File: src/rtl/core/ahrq_pkg.sv
// shared types, constants and command structs of the half-plane rectangle query unit
package ahrq_pkg;

	localparam int MAX_PLANES = 256;
	localparam int CNT_W      = $clog2(MAX_PLANES + 1);
	localparam int ADDR_W     = (MAX_PLANES > 1) ? $clog2(MAX_PLANES) : 1;
	localparam int STEP_W     = (CNT_W > 6) ? CNT_W : 6;
	localparam int PLANE_W    = 48;
	localparam int AREA_W     = 49;
	localparam int DIV_STEPS  = 48;
	localparam int DIV_LAST   = DIV_STEPS + 2;

	localparam logic [1:0] OP_CLEAR  = 2'd0;
	localparam logic [1:0] OP_APPEND = 2'd1;
	localparam logic [1:0] OP_QUERY  = 2'd2;

	localparam logic [1:0] BND_LOX = 2'd0;
	localparam logic [1:0] BND_HIX = 2'd1;
	localparam logic [1:0] BND_LOY = 2'd2;
	localparam logic [1:0] BND_HIY = 2'd3;

	typedef struct packed {
		logic [1:0]         opcode;
		logic signed [15:0] coef_a;
		logic signed [15:0] coef_b;
		logic signed [15:0] coef_c;
		logic signed [31:0] query_x;
		logic signed [31:0] query_y;
	} in_req_t;

	typedef struct packed {
		logic              inside_res;
		logic [AREA_W-1:0] area;
	} out_rsp_t;

	typedef struct packed {
		logic              load;
		logic              wr;
		logic              rd;
		logic [ADDR_W-1:0] addr;
		logic              cmp;
		logic [1:0]        sel;
		logic              div_sel;
		logic              div_num;
		logic              div_den;
		logic              div_step;
		logic              div_save;
		logic              mul0;
		logic              mul1;
		logic              out_load;
	} dp_cmd_t;

	typedef struct packed {
		logic busy;
		logic hit;
	} dp_sts_t;

endpackage

File: src/rtl/core/ahrq_ctrl.sv
// controller: request handshake, plane count and query sequencing
module ahrq_ctrl (
	input  logic              clk,
	input  logic              arst_n,
	input  logic              in_valid,
	output logic              in_stall,
	input  logic [1:0]        opcode,
	output logic              out_valid,
	input  logic              out_stall,
	output ahrq_pkg::dp_cmd_t cmd,
	input  ahrq_pkg::dp_sts_t sts
);
	localparam int CW = ahrq_pkg::CNT_W;
	localparam int SW = ahrq_pkg::STEP_W;
	localparam int AW = ahrq_pkg::ADDR_W;

	typedef enum logic [7:0] {
		S_IDLE  = 8'b0000_0001,
		S_SCAN  = 8'b0000_0010,
		S_DRAIN = 8'b0000_0100,
		S_CMP   = 8'b0000_1000,
		S_DIVX  = 8'b0001_0000,
		S_DIVY  = 8'b0010_0000,
		S_MUL   = 8'b0100_0000,
		S_OUT   = 8'b1000_0000
	} state_t;

	state_t      state_q;
	logic [CW-1:0] count_q;
	logic [SW-1:0] cnt_q;
	logic          accept, out_free, scan_last;

	assign accept    = in_valid & ~in_stall;
	assign out_free  = ~out_valid | ~out_stall;
	assign scan_last = (cnt_q + SW'(1)) == SW'(count_q);

	always_comb begin
		cmd      = '0;
		in_stall = 1'b1;
		case (state_q)
			S_IDLE: begin
				in_stall = 1'b0;
				if (in_valid && opcode == ahrq_pkg::OP_APPEND
					&& count_q < CW'(ahrq_pkg::MAX_PLANES)) begin
					cmd.wr   = 1'b1;
					cmd.addr = count_q[AW-1:0];
				end
				if (in_valid && opcode == ahrq_pkg::OP_QUERY) begin
					cmd.load = 1'b1;
				end
			end
			S_SCAN: begin
				cmd.rd   = 1'b1;
				cmd.addr = cnt_q[AW-1:0];
			end
			S_CMP: begin
				cmd.cmp = 1'b1;
				cmd.sel = cnt_q[1:0];
			end
			S_DIVX, S_DIVY: begin
				cmd.div_sel  = (state_q == S_DIVY);
				cmd.div_num  = (cnt_q == SW'(0));
				cmd.div_den  = (cnt_q == SW'(1));
				cmd.div_step = (cnt_q > SW'(1)) && (cnt_q < SW'(ahrq_pkg::DIV_LAST));
				cmd.div_save = (cnt_q == SW'(ahrq_pkg::DIV_LAST));
			end
			S_MUL: begin
				cmd.mul0 = (cnt_q == SW'(0));
				cmd.mul1 = (cnt_q == SW'(1));
			end
			S_OUT: begin
				cmd.out_load = out_free;
			end
			default: begin
				cmd = '0;
			end
		endcase
	end

	always_ff @(posedge clk or negedge arst_n) begin
		if (!arst_n) begin
			state_q   <= S_IDLE;
			count_q   <= '0;
			cnt_q     <= '0;
			out_valid <= 1'b0;
		end else begin
			if (cmd.out_load) begin
				out_valid <= 1'b1;
			end else if (!out_stall) begin
				out_valid <= 1'b0;
			end
			case (state_q)
				S_IDLE: begin
					cnt_q <= '0;
					if (accept) begin
						if (opcode == ahrq_pkg::OP_CLEAR) begin
							count_q <= '0;
						end
						if (cmd.wr) begin
							count_q <= count_q + CW'(1);
						end
						if (opcode == ahrq_pkg::OP_QUERY) begin
							state_q <= (count_q == '0) ? S_DRAIN : S_SCAN;
						end
					end
				end
				S_SCAN: begin
					if (scan_last) begin
						state_q <= S_DRAIN;
					end
					cnt_q <= cnt_q + SW'(1);
				end
				S_DRAIN: begin
					cnt_q <= '0;
					if (!sts.busy) begin
						state_q <= S_CMP;
					end
				end
				S_CMP: begin
					if (cnt_q == SW'(3)) begin
						state_q <= S_DIVX;
						cnt_q   <= '0;
					end else begin
						cnt_q <= cnt_q + SW'(1);
					end
				end
				S_DIVX: begin
					if (cnt_q == SW'(0) && !sts.hit) begin
						state_q <= S_OUT;
					end else if (cnt_q == SW'(ahrq_pkg::DIV_LAST)) begin
						state_q <= S_DIVY;
						cnt_q   <= '0;
					end else begin
						cnt_q <= cnt_q + SW'(1);
					end
				end
				S_DIVY: begin
					if (cnt_q == SW'(ahrq_pkg::DIV_LAST)) begin
						state_q <= S_MUL;
						cnt_q   <= '0;
					end else begin
						cnt_q <= cnt_q + SW'(1);
					end
				end
				S_MUL: begin
					if (cnt_q == SW'(1)) begin
						state_q <= S_OUT;
					end
					cnt_q <= cnt_q + SW'(1);
				end
				S_OUT: begin
					if (out_free) begin
						state_q <= S_IDLE;
					end
				end
				default: begin
					state_q <= S_IDLE;
				end
			endcase
		end
	end
endmodule

File: config.mk
export PLATFORM = sky130hd
export DESIGN_NAME = ahrq_ctrl
export DESIGN_NICKNAME = d
export VERILOG_FILES = /design/src/rtl/core/ahrq_pkg.sv /design/src/rtl/core/ahrq_ctrl.sv
export SDC_FILE = /design/constraint.sdc
export NUM_CORES = 1
export LEC_CHECK = 0
export BUFFER_PORTS_ARGS = -buffer_cell sky130_fd_sc_hd__buf_4
export CORE_UTILIZATION = 52
export CTS_BUF_LIST = sky130_fd_sc_hd__clkbuf_16
export DETAILED_ROUTE_END_ITERATION = 6
export PLACE_DENSITY = 0.81
export SYNTH_ARGS = -nofsm -noshare
export SYNTH_HDL_FRONTEND = slang
export SYNTH_SLANG_ARGS = --single-unit
File: constraint.sdc
create_clock -name clk -period 1.97 [get_ports clk]
set_input_delay 0.394 -clock clk [delete_from_list [all_inputs] [get_ports clk]]
set_output_delay 0.394 -clock clk [all_outputs]
set_load 0.03 [all_outputs]
==> flow_summary.html, run 1 <==
<table>
<tr><th>Metric</th><th>Value</th></tr>
<tr><th colspan="2">Placement</th></tr>
<tr><td>Post-DP HPWL</td><td>4840 µm</td></tr>
<tr><td>Worst setup slack before clock tree synthesis</td><td>-136 ps</td></tr>
<tr><td>Port Buffer Count</td><td>31</td></tr>
<tr><td>GPL Wtd Cong</td><td>0.932</td></tr>
<tr><th colspan="2">Clock tree</th></tr>
<tr><td>Cell at the root of the clock tree</td><td>sky130_fd_sc_hd__clkbuf_16</td></tr>
<tr><td>H-Tree Depth</td><td>1</td></tr>
<tr><td>CTS max path bufs</td><td>2</td></tr>
<tr><td>Sinks on Clock Net</td><td>27</td></tr>
<tr><td>Cts bufs inserted</td><td>3</td></tr>
<tr><td>Number of buffers inserted for hold repair after clock tree synthesis</td><td>0</td></tr>
<tr><th colspan="2">Floorplan</th></tr>
<tr><td>IO Count</td><td>32</td></tr>
<tr><td>Initial standard-cell utilization of the core</td><td>0.538</td></tr>
<tr><td>Height of the die</td><td>66.4 µm</td></tr>
<tr><td>Die Width</td><td>66.4 µm</td></tr>
<tr><td>Num rows</td><td>23</td></tr>
<tr><th colspan="2">Synth</th></tr>
<tr><td>Post-Syn Area per Cell</td><td>8.25 µm²</td></tr>
<tr><td>Dominant combinational cell family by area after synthesis</td><td>simple AND/OR/NAND/NOR gates</td></tr>
<tr><td>Most area-hungry cell type in the Yosys netlist</td><td>sky130_fd_sc_hd__dfrtp_1</td></tr>
<tr><td>Xor/xnor share of the synthesized area</td><td>0.0651</td></tr>
<tr><td>Mux contribution to synthesized area</td><td>0.00930</td></tr>
<tr><td>Net count after synthesis</td><td>275</td></tr>
<tr><td>Cell area after technology mapping</td><td>2150 µm²</td></tr>
<tr><td>Commonest cells in the netlist</td><td>sky130_fd_sc_hd__nand2_1 (34), sky130_fd_sc_hd__dfrtp_1 (26), sky130_fd_sc_hd__o21ai_0 (20), sky130_fd_sc_hd__nor2_1 (19), sky130_fd_sc_hd__nand3_1 (18)</td></tr>
<tr><td>Area share of the leading cell type in the synthesized netlist</td><td>0.302</td></tr>
<tr><td>Most frequently used cell type in the post-synthesis netlist</td><td>sky130_fd_sc_hd__nand2_1</td></tr>
<tr><td>Gate Count Post-Synth</td><td>261</td></tr>
<tr><td>Simple-gate share of the synthesized area</td><td>0.326</td></tr>
<tr><td>Yosys cell types</td><td>59</td></tr>
<tr><td>Synthesis Warnings</td><td>0</td></tr>
<tr><td>Fraction of the yosys area taken by sequential cells</td><td>0.314</td></tr>
<tr><td>Cell types occupying the most area after synthesis</td><td>sky130_fd_sc_hd__dfrtp_1 (30%), sky130_fd_sc_hd__nand2_1 (5.9%), sky130_fd_sc_hd__o21ai_0 (4.6%)</td></tr>
<tr><td>Flop and latch count out of synthesis</td><td>27</td></tr>
<tr><td>Number of flops mapped to enable cells by yosys</td><td>0</td></tr>
<tr><td>Share of synthesized cell area in full adder, half adder and majority cells</td><td>0.0349</td></tr>
<tr><td>Synth Area in Compound Gates</td><td>0.187</td></tr>
<tr><td>Primary flip-flop cell chosen by synthesis mapping</td><td>sky130_fd_sc_hd__dfrtp_1</td></tr>
<tr><td>Ys async rst share</td><td>1.00</td></tr>
<tr><th colspan="2">Timing</th></tr>
<tr><td>Grt repair worst endpoint</td><td>cmd[18]</td></tr>
<tr><td>Worst endpoint kind after the last repair</td><td>output port</td></tr>
<tr><th colspan="2">Status</th></tr>
<tr><td>Failing step</td><td>5_1_grt</td></tr>
<tr><td>Error</td><td>[ERROR DPL-0038] Utilization greater than 100%, impossible to legalize</td></tr>
<tr><td>Run status</td><td>did not finish</td></tr>
<tr><th colspan="2">Global route</th></tr>
<tr><td>Pin count of the biggest net entering global routing</td><td>28</td></tr>
</table>
-- what timing repair did --
action,in CTS
setup buffers,29
cloned,0
pin swaps,29
endpoints found under the setup margin,40
resized for setup,101
-- logic make-up after synthesis --
family,after synthesis
AO/OA/AOI/OAI,61
XOR/XNOR,16
adder cells (fa/ha/maj),6
buffers and inverters,29
flip-flops,27
multiplexers,2
AND/OR/NAND/NOR,120
-- metrics by stage --
step,area (µm²),std cells
after CTS,3610,414
after global placement,2910,381
after floorplan,2300,261
after detailed placement,2910,381
==> run 2: changes to the inputs <==
--- a/config.mk
+++ b/config.mk
@@ -6,10 +6,9 @@
 export NUM_CORES = 1
 export LEC_CHECK = 0
 export BUFFER_PORTS_ARGS = -buffer_cell sky130_fd_sc_hd__buf_4
-export CORE_UTILIZATION = 52
-export CTS_BUF_LIST = sky130_fd_sc_hd__clkbuf_16
+export CORE_UTILIZATION = 40
 export DETAILED_ROUTE_END_ITERATION = 6
-export PLACE_DENSITY = 0.81
+export PLACE_DENSITY_LB_ADDON = 0.15
 export SYNTH_ARGS = -nofsm -noshare
 export SYNTH_HDL_FRONTEND = slang
 export SYNTH_SLANG_ARGS = --single-unit
==> constraint.sdc (replaced) <==
create_clock -name clk -period 2.6 [get_ports clk]
set_input_delay 0.52 -clock clk [delete_from_list [all_inputs] [get_ports clk]]
set_output_delay 0.52 -clock clk [all_outputs]
set_load 0.03 [all_outputs]
==> run 2 against run 1 <==
The run now ends clean. Synthesized cell count is the same. Synthesized area is the same.
==> flow_summary.html, run 2 <==
<table>
<tr><th>Metric</th><th>Value</th></tr>
<tr><th colspan="2">Setup path</th></tr>
<tr><td>Reg2Reg Setup Slack</td><td>310 ps</td></tr>
<tr><td>Kind of cell adding the most delay to the critical path</td><td>simple AND/OR/NAND/NOR gates</td></tr>
<tr><td>Worst-path cell with the longest stage delay</td><td>sky130_fd_sc_hd__or4_4</td></tr>
<tr><td>Highest cell delay on the worst timing path</td><td>600 ps</td></tr>
<tr><td>CP Data Arrival Time</td><td>2040 ps</td></tr>
<tr><td>Depth of the worst register-to-register path</td><td>7</td></tr>
<tr><td>Beginning of the worst register-to-register path</td><td>cnt_q[6]</td></tr>
<tr><td>Capturing element type of the critical path</td><td>output pin</td></tr>
<tr><td>Cell Chain, Critical Path</td><td>or4_4, nor3_4, inv_1, o22ai_1, buf_4</td></tr>
<tr><td>Reg2Reg Capture Point</td><td>cnt_q[8]</td></tr>
<tr><td>Bufs and invs on worst path</td><td>2</td></tr>
<tr><td>Highest fanout seen on the critical path</td><td>6</td></tr>
<tr><td>CP startpoint kind</td><td>flip-flop</td></tr>
<tr><td>Critical Setup Path Class</td><td>flip-flop to output pin</td></tr>
<tr><td>CP Data Required Time</td><td>2080 ps</td></tr>
<tr><th colspan="2">Clock tree</th></tr>
<tr><td>Cts bufs inserted</td><td>3</td></tr>
<tr><td>Clock tree from TritonCTS</td><td>done</td></tr>
<tr><td>H-Tree Depth</td><td>1</td></tr>
<tr><td>CTS max path bufs</td><td>2</td></tr>
<tr><td>Cell at the root of the clock tree</td><td>sky130_fd_sc_hd__clkbuf_8</td></tr>
<tr><td>Sinks on Clock Net</td><td>27</td></tr>
<tr><td>Clock latency reported for the late side of the worst-skew pair</td><td>270 ps</td></tr>
<tr><td>Number of buffers inserted for hold repair after clock tree synthesis</td><td>0</td></tr>
<tr><td>Clock transition at path regs</td><td>100 ps</td></tr>
<tr><th colspan="2">Drt</th></tr>
<tr><td>First-pass iteration count of the detailed router</td><td>4</td></tr>
<tr><td>DR DRC count</td><td>0</td></tr>
<tr><td>Detailed router's first-iteration violation count</td><td>125</td></tr>
<tr><td>Routed wire per std cell</td><td>15.7 µm</td></tr>
<tr><td>Number of nets still failing antenna checks after routing</td><td>0</td></tr>
<tr><td>Routed via count</td><td>2111</td></tr>
<tr><td>Detail-routed via count per cell</td><td>5.71</td></tr>
<tr><td>Wire length after detailed routing</td><td>5810 µm</td></tr>
<tr><th colspan="2">Global route</th></tr>
<tr><td>Antenna violations before repair</td><td>0</td></tr>
<tr><td>Total global-route track usage</td><td>0.216</td></tr>
<tr><td>Pin count of the biggest net entering global routing</td><td>28</td></tr>
<tr><td>Total congestion overflow</td><td>0</td></tr>
<tr><td>Met3 track utilization from global routing</td><td>0.0212</td></tr>
<tr><td>First-pass GRT wire length</td><td>9340 µm</td></tr>
<tr><td>Via count of the first global-routing pass</td><td>1921</td></tr>
<tr><td>Global-route layer with the greatest usage</td><td>met2</td></tr>
<tr><td>Met2 Use GR</td><td>0.358</td></tr>
<tr><td>GRT met1 Usage</td><td>0.298</td></tr>
<tr><th colspan="2">Final layout</th></tr>
<tr><td>Fillcell total</td><td>514</td></tr>
<tr><td>Commonest non-fill, non-tap cells in the layout</td><td>sky130_fd_sc_hd__buf_4 (50), sky130_fd_sc_hd__nand2_1 (33), sky130_fd_sc_hd__dfrtp_1 (23), sky130_fd_sc_hd__nor2_1 (19), sky130_fd_sc_hd__o21ai_0 (19)</td></tr>
<tr><td>Synth-to-Final Area Change</td><td>21.7%</td></tr>
<tr><td>Regs by FF count</td><td>cnt_q: 9 flops, count_q: 9 flops, state_q: 8 flops</td></tr>
<tr><td>Proportion of layout cells with a drive suffix above 1</td><td>0.290</td></tr>
<tr><td>Count of non-filler cells in the finished layout</td><td>370</td></tr>
<tr><td>Most common library cell in the layout ignoring fill and taps</td><td>sky130_fd_sc_hd__buf_4</td></tr>
<tr><td>Antenna cells</td><td>0</td></tr>
<tr><td>Core Util, Final</td><td>0.510</td></tr>
<tr><td>Net count of the finished layout</td><td>315</td></tr>
<tr><th colspan="2">Synth</th></tr>
<tr><td>Most frequently used cell type in the post-synthesis netlist</td><td>sky130_fd_sc_hd__nand2_1</td></tr>
<tr><td>Xor/xnor share of the synthesized area</td><td>0.0651</td></tr>
<tr><td>Synth Area in Compound Gates</td><td>0.187</td></tr>
<tr><td>Primary flip-flop cell chosen by synthesis mapping</td><td>sky130_fd_sc_hd__dfrtp_1</td></tr>
<tr><td>Dominant combinational cell family by area after synthesis</td><td>simple AND/OR/NAND/NOR gates</td></tr>
<tr><td>Net count after synthesis</td><td>275</td></tr>
<tr><td>Gate Count Post-Synth</td><td>261</td></tr>
<tr><td>Post-Syn Area per Cell</td><td>8.25 µm²</td></tr>
<tr><td>Fraction of the yosys area taken by sequential cells</td><td>0.314</td></tr>
<tr><td>Yosys cell types</td><td>59</td></tr>
<tr><td>Commonest cells in the netlist</td><td>sky130_fd_sc_hd__nand2_1 (34), sky130_fd_sc_hd__dfrtp_1 (26), sky130_fd_sc_hd__o21ai_0 (20), sky130_fd_sc_hd__nor2_1 (19), sky130_fd_sc_hd__nand3_1 (18)</td></tr>
<tr><td>Cell area after technology mapping</td><td>2150 µm²</td></tr>
<tr><td>Share of synthesized cell area in full adder, half adder and majority cells</td><td>0.0349</td></tr>
<tr><td>Cell types occupying the most area after synthesis</td><td>sky130_fd_sc_hd__dfrtp_1 (30%), sky130_fd_sc_hd__nand2_1 (5.9%), sky130_fd_sc_hd__o21ai_0 (4.6%)</td></tr>
<tr><td>Flop and latch count out of synthesis</td><td>27</td></tr>
<tr><td>Synthesis Warnings</td><td>0</td></tr>
<tr><td>Mux contribution to synthesized area</td><td>0.00930</td></tr>
<tr><td>Ys async rst share</td><td>1.00</td></tr>
<tr><td>Area share of the leading cell type in the synthesized netlist</td><td>0.302</td></tr>
<tr><td>Simple-gate share of the synthesized area</td><td>0.326</td></tr>
<tr><td>Number of flops mapped to enable cells by yosys</td><td>0</td></tr>
<tr><td>Most area-hungry cell type in the Yosys netlist</td><td>sky130_fd_sc_hd__dfrtp_1</td></tr>
<tr><th colspan="2">Timing</th></tr>
<tr><td>Worst-case clock skew</td><td>4.43 ps</td></tr>
<tr><td>Setup repair after global routing missed its margin</td><td>yes</td></tr>
<tr><td>Worst-case hold slack</td><td>148 ps</td></tr>
<tr><td>Worst Tran Pin Value</td><td>437 ps</td></tr>
<tr><td>Peak clock frequency supported by timing</td><td>391 MHz</td></tr>
<tr><td>Post-route worst setup slack</td><td>39.8 ps</td></tr>
<tr><td>Final period demand of the worst path</td><td>2560 ps</td></tr>
<tr><td>Final clock period utilization by the worst path</td><td>0.985</td></tr>
<tr><td>Hold violation total from the final report</td><td>0</td></tr>
<tr><td>Count of pins over their slew limit</td><td>0</td></tr>
<tr><td>Relative slew slack</td><td>0.707</td></tr>
<tr><td>Final count of negative-setup-slack endpoints</td><td>0</td></tr>
<tr><th colspan="2">Placement</th></tr>
<tr><td>Placed Cells incl. Taps</td><td>362</td></tr>
<tr><td>Post-DP HPWL</td><td>4340 µm</td></tr>
<tr><td>GPL Wtd Cong</td><td>0.847</td></tr>
<tr><td>Port Buffer Count</td><td>31</td></tr>
<tr><td>Worst setup slack before clock tree synthesis</td><td>199 ps</td></tr>
<tr><th colspan="2">Floorplan</th></tr>
<tr><td>Area of the die</td><td>5680 µm²</td></tr>
<tr><td>Height of the die</td><td>75.4 µm</td></tr>
<tr><td>Initial standard-cell utilization of the core</td><td>0.419</td></tr>
<tr><td>IO Count</td><td>32</td></tr>
<tr><td>Num rows</td><td>26</td></tr>
<tr><td>Die Width</td><td>75.4 µm</td></tr>
<tr><td>Area inside the core boundary</td><td>5140 µm²</td></tr>
<tr><th colspan="2">Power and ir drop</th></tr>
<tr><td>Leakage</td><td>1.20 nW</td></tr>
<tr><td>Worst IR Drop VDD</td><td>0.000297 V</td></tr>
<tr><td>Final Total Pwr</td><td>0.00158 W</td></tr>
<tr><td>Ratio of total power to cell area</td><td>604 nW/µm²</td></tr>
<tr><th colspan="2">Status</th></tr>
<tr><td>Run status</td><td>completed</td></tr>
<tr><th colspan="2">Flow run</th></tr>
<tr><td>Maximum Capacitance Violations</td><td>0</td></tr>
<tr><th colspan="2">Min path</th></tr>
<tr><td>Hold Path Class</td><td>primary input to asynchronous set/reset pin</td></tr>
</table>
## run 2: kinds of logic after synthesis
family	Yosys count
adder cells (fa/ha/maj)	6
AO/OA/AOI/OAI	61
XOR/XNOR	16
AND/OR/NAND/NOR	120
multiplexers	2
flip-flops	27
buffers and inverters	29
## run 2: final cells by class
class | instances | area (µm²) | share of cell area
sequential | 27 | 681 | 0.260
timing repair buffer | 50 | 375 | 0.143
clock buffer | 3 | 41.3 | 0.0158
multi-input combinational | 205 | 1370 | 0.524
clock inverter | 1 | 5.00 | 0.00191
tap | 70 | 87.6 | 0.0334
inverter | 14 | 57.6 | 0.0220
## run 2: worst max-delay path by stage
stage,from,endpoint,slack (ps),cells past startpoint
2_1_floorplan,state_q[4],cmd[11],-80,4
3_3_place_gp,state_q[4],cmd[13],230,6
3_5_place_dp,state_q[4],cmd[13],200,6
4_1_cts,state_q[4],cmd[13],9,6
5_1_grt,state_q[4],cmd[18],-30,6
6_report,state_q[4],cmd[11],40,5
## run 2: repair_timing
action                                  CTS  global route
setup buffers                             2             2
pin swaps                                 0             1
cloned                                    0             0
resized for setup                         4             4
hold endpoints to repair                  0             0
endpoints found under the setup margin    6             8
## run 2: stage by stage
| stage | area, µm² | setup TNS [ps] |
|---|---|---|
| after floorplan | 2170 | -164 |
| after global placement | 2520 | 0 |
| after detailed placement | 2520 | 0 |
| after CTS | 2590 | 0 |
| after global routing | 2620 | -81.5 |
| final | 2620 | 0 |
## run 2: metal layers
metal | vias to the layer above | wire length, µm
li1 | 1026 | -
met4 | 0 | 68
met5 | - | 0
met1 | 1008 | 2670
met2 | 71 | 2780
met3 | 6 | 295
## run 2: report_power, final
| part | total (W) | leakage [nW] | switching, W | internal, W |
|---|---|---|---|---|
| clock | 0.000249 | 0.0255 | 0.000141 | 0.000108 |
| sequential | 0.000531 | 0.365 | 0.0000584 | 0.000473 |
| combinational | 0.000802 | 0.807 | 0.000491 | 0.000311 |
Power figures use the tool's default switching activity.
==> run 3: changes to the inputs <==
--- a/config.mk
+++ b/config.mk
@@ -6,9 +6,11 @@
 export NUM_CORES = 1
 export LEC_CHECK = 0
 export BUFFER_PORTS_ARGS = -buffer_cell sky130_fd_sc_hd__buf_4
+export CAP_MARGIN = 20
 export CORE_UTILIZATION = 40
 export DETAILED_ROUTE_END_ITERATION = 6
 export PLACE_DENSITY_LB_ADDON = 0.15
+export RECOVER_POWER = 100
 export SYNTH_ARGS = -nofsm -noshare
 export SYNTH_HDL_FRONTEND = slang
 export SYNTH_SLANG_ARGS = --single-unit
==> run 3 against run 2 <==
The run now ends with capacitance limit, slew limit left. Maximum frequency about the same. Sequential power barely moved. Non-clock buffer count stayed put. Clock-buffer cell count did not move. Clock skew hardly changed. Setup slack about the same.
==> flow_summary.html, run 3 (synthesized netlist as in run 2, its figures left out) <==
<table>
<tr><th>Metric</th><th>Value</th></tr>
<tr><th colspan="2">Min path</th></tr>
<tr><td>Worst hold stages</td><td>2</td></tr>
<tr><td>Hold Path Class</td><td>primary input to flip-flop</td></tr>
<tr><td>Origin of the worst min-delay path</td><td>sts[1]</td></tr>
<tr><td>Hold worst-path end</td><td>state_q[3]</td></tr>
<tr><th colspan="2">Clock tree</th></tr>
<tr><td>CTS max path bufs</td><td>2</td></tr>
<tr><td>Sinks on Clock Net</td><td>27</td></tr>
<tr><td>Clock tree from TritonCTS</td><td>done</td></tr>
<tr><td>Clock latency reported for the late side of the worst-skew pair</td><td>270 ps</td></tr>
<tr><td>Cell at the root of the clock tree</td><td>sky130_fd_sc_hd__clkbuf_8</td></tr>
<tr><td>Clock transition at path regs</td><td>100 ps</td></tr>
<tr><td>H-Tree Depth</td><td>1</td></tr>
<tr><td>Cts bufs inserted</td><td>3</td></tr>
<tr><td>Number of buffers inserted for hold repair after clock tree synthesis</td><td>0</td></tr>
<tr><th colspan="2">Timing</th></tr>
<tr><td>Setup repair after global routing missed its margin</td><td>yes</td></tr>
<tr><td>Peak clock frequency supported by timing</td><td>391 MHz</td></tr>
<tr><td>Post-route worst setup slack</td><td>39.8 ps</td></tr>
<tr><td>Relative slew slack</td><td>-0.0302</td></tr>
<tr><td>Worst Tran Pin Value</td><td>1550 ps</td></tr>
<tr><td>Final period demand of the worst path</td><td>2560 ps</td></tr>
<tr><td>Worst-case hold slack</td><td>433 ps</td></tr>
<tr><td>Count of pins over their slew limit</td><td>28</td></tr>
<tr><td>Final count of negative-setup-slack endpoints</td><td>0</td></tr>
<tr><td>Final clock period utilization by the worst path</td><td>0.985</td></tr>
<tr><td>Worst-case clock skew</td><td>4.24 ps</td></tr>
<tr><td>Hold violation total from the final report</td><td>0</td></tr>
<tr><th colspan="2">Global route</th></tr>
<tr><td>Antenna violations before repair</td><td>0</td></tr>
<tr><td>Total global-route track usage</td><td>0.216</td></tr>
<tr><td>Pin count of the biggest net entering global routing</td><td>28</td></tr>
<tr><td>Total congestion overflow</td><td>0</td></tr>
<tr><td>First-pass GRT wire length</td><td>9340 µm</td></tr>
<tr><td>Via count of the first global-routing pass</td><td>1921</td></tr>
<tr><th colspan="2">Status</th></tr>
<tr><td>Run status</td><td>finished with violations</td></tr>
<tr><td>Violated checks</td><td>capacitance limit, slew limit</td></tr>
<tr><th colspan="2">Drt</th></tr>
<tr><td>Detailed router's first-iteration violation count</td><td>142</td></tr>
<tr><td>Routed wire per std cell</td><td>15.7 µm</td></tr>
<tr><td>DR DRC count</td><td>0</td></tr>
<tr><td>Number of nets still failing antenna checks after routing</td><td>0</td></tr>
<tr><td>Topmost layer with routed signal wires</td><td>met4</td></tr>
<tr><td>Wire length after detailed routing</td><td>5800 µm</td></tr>
<tr><td>Amount of wire on met3 after detailed routing</td><td>301 µm</td></tr>
<tr><td>Routed metal-1 wire length</td><td>2690 µm</td></tr>
<tr><td>Detail-routed via count per cell</td><td>5.71</td></tr>
<tr><td>Routed wl met2</td><td>2740 µm</td></tr>
<tr><td>First-pass iteration count of the detailed router</td><td>4</td></tr>
<tr><td>Routed via count</td><td>2114</td></tr>
<tr><th colspan="2">Setup path</th></tr>
<tr><td>Beginning of the worst register-to-register path</td><td>state_q[6]</td></tr>
<tr><td>Highest cell delay on the worst timing path</td><td>600 ps</td></tr>
<tr><td>Capturing element type of the critical path</td><td>output pin</td></tr>
<tr><td>Kind of cell adding the most delay to the critical path</td><td>simple AND/OR/NAND/NOR gates</td></tr>
<tr><td>Reg2Reg Capture Point</td><td>cnt_q[8]</td></tr>
<tr><td>Bufs and invs on worst path</td><td>2</td></tr>
<tr><td>CP Data Arrival Time</td><td>2040 ps</td></tr>
<tr><td>Worst-path cell with the longest stage delay</td><td>sky130_fd_sc_hd__or4_4</td></tr>
<tr><td>CP Data Required Time</td><td>2080 ps</td></tr>
<tr><td>Critical Setup Path Class</td><td>flip-flop to output pin</td></tr>
<tr><td>Cell Chain, Critical Path</td><td>or4_4, nor3_4, inv_1, o22ai_1, buf_4</td></tr>
<tr><td>Depth of the worst register-to-register path</td><td>7</td></tr>
<tr><td>CP startpoint kind</td><td>flip-flop</td></tr>
<tr><td>Reg2Reg Setup Slack</td><td>180 ps</td></tr>
<tr><td>Instance count on the critical path</td><td>5</td></tr>
<tr><td>Highest fanout seen on the critical path</td><td>6</td></tr>
<tr><th colspan="2">Final layout</th></tr>
<tr><td>Most common library cell in the layout ignoring fill and taps</td><td>sky130_fd_sc_hd__buf_4</td></tr>
<tr><td>Commonest non-fill, non-tap cells in the layout</td><td>sky130_fd_sc_hd__buf_4 (41), sky130_fd_sc_hd__nand2_1 (33), sky130_fd_sc_hd__dfrtp_1 (23), sky130_fd_sc_hd__nor2_1 (19), sky130_fd_sc_hd__o21ai_0 (19)</td></tr>
<tr><td>Regs by FF count</td><td>cnt_q: 9 flops, count_q: 9 flops, state_q: 8 flops</td></tr>
<tr><td>Synth-to-Final Area Change</td><td>20.0%</td></tr>
<tr><td>Antenna cells</td><td>0</td></tr>
<tr><td>Fillcell total</td><td>524</td></tr>
<tr><td>Combined flip-flop and latch cell area</td><td>681 µm²</td></tr>
<tr><td>Core Util, Final</td><td>0.503</td></tr>
<tr><td>Proportion of layout cells with a drive suffix above 1</td><td>0.267</td></tr>
<tr><td>Net count of the finished layout</td><td>315</td></tr>
<tr><td>Area taken by multi-input logic gates</td><td>1370 µm²</td></tr>
<tr><th colspan="2">Power and ir drop</th></tr>
<tr><td>Ratio of total power to cell area</td><td>608 nW/µm²</td></tr>
<tr><td>Leakage</td><td>1.17 nW</td></tr>
<tr><td>Worst IR Drop VDD</td><td>0.000296 V</td></tr>
<tr><th colspan="2">Floorplan</th></tr>
<tr><td>Area of the die</td><td>5680 µm²</td></tr>
<tr><td>Die Width</td><td>75.4 µm</td></tr>
<tr><td>Area inside the core boundary</td><td>5140 µm²</td></tr>
<tr><td>Initial standard-cell utilization of the core</td><td>0.419</td></tr>
<tr><td>Height of the die</td><td>75.4 µm</td></tr>
<tr><td>IO Count</td><td>32</td></tr>
<tr><td>Num rows</td><td>26</td></tr>
<tr><th colspan="2">Placement</th></tr>
<tr><td>Port Buffer Count</td><td>31</td></tr>
<tr><td>Worst setup slack before clock tree synthesis</td><td>199 ps</td></tr>
<tr><td>GPL Wtd Cong</td><td>0.847</td></tr>
<tr><td>Post-DP HPWL</td><td>4340 µm</td></tr>
<tr><th colspan="2">Flow run</th></tr>
<tr><td>Maximum Capacitance Violations</td><td>1</td></tr>
</table>
==> run 3: timing repair <==
| item | in CTS | in global routing |
|---|---|---|
| setup endpoints to repair | 6 | 8 |
| buffers inserted | 2 | 2 |
| gates resized for setup | 4 | 4 |
| pin swaps | 0 | 1 |
==> run 3: worst max path at each step <==
| stage | from | slack [ps] | to |
|---|---|---|---|
| after floorplan | state_q[4] | -80 | cmd[11] |
| after global placement | state_q[4] | 230 | cmd[13] |
| after detailed placement | state_q[4] | 200 | cmd[13] |
| after CTS | state_q[4] | 9 | cmd[13] |
| after global routing | state_q[4] | -30 | cmd[18] |
| final | state_q[4] | 40 | cmd[11] |
==> run 3: cell type report <==
cell class | instances | share of cell area
Clock buffer | 3 | 0.0160
Clock inverter | 1 | 0.00194
Inverter | 14 | 0.0223
Multi-Input combinational cell | 205 | 0.529
Sequential cell | 27 | 0.263
Tap cell | 70 | 0.0339
Timing Repair Buffer | 50 | 0.134
==> run 3: where the power goes <==
group	internal, W	switching (W)	total [W]
clock network	0.000108	0.000142	0.000249
registers	0.000473	0.0000582	0.000531
logic	0.000301	0.000491	0.000792
==> run 3: metal layers <==
layer / vias to the layer above / track usage
li1: 1027 / -
met1: 1011 / 0.298
met2: 70 / 0.358
met3: 6 / 0.0212
met4: 0 / 0.0679
met5: - / 0
==> run 3: through the flow <==
| step | power, W | cells | TNS (ps) | instance area [µm²] |
|---|---|---|---|---|
| CTS | 0.00158 | 368 | 0 | 2590 |
| finish | 0.00157 | 370 | 0 | 2580 |
| global placement | 0.00133 | 362 | 0 | 2520 |
| detailed placement | 0.00132 | 362 | 0 | 2520 |
| floorplan | 0.00108 | 261 | -164 | 2170 |
| global route | 0.00168 | 370 | -112 | 2580 |
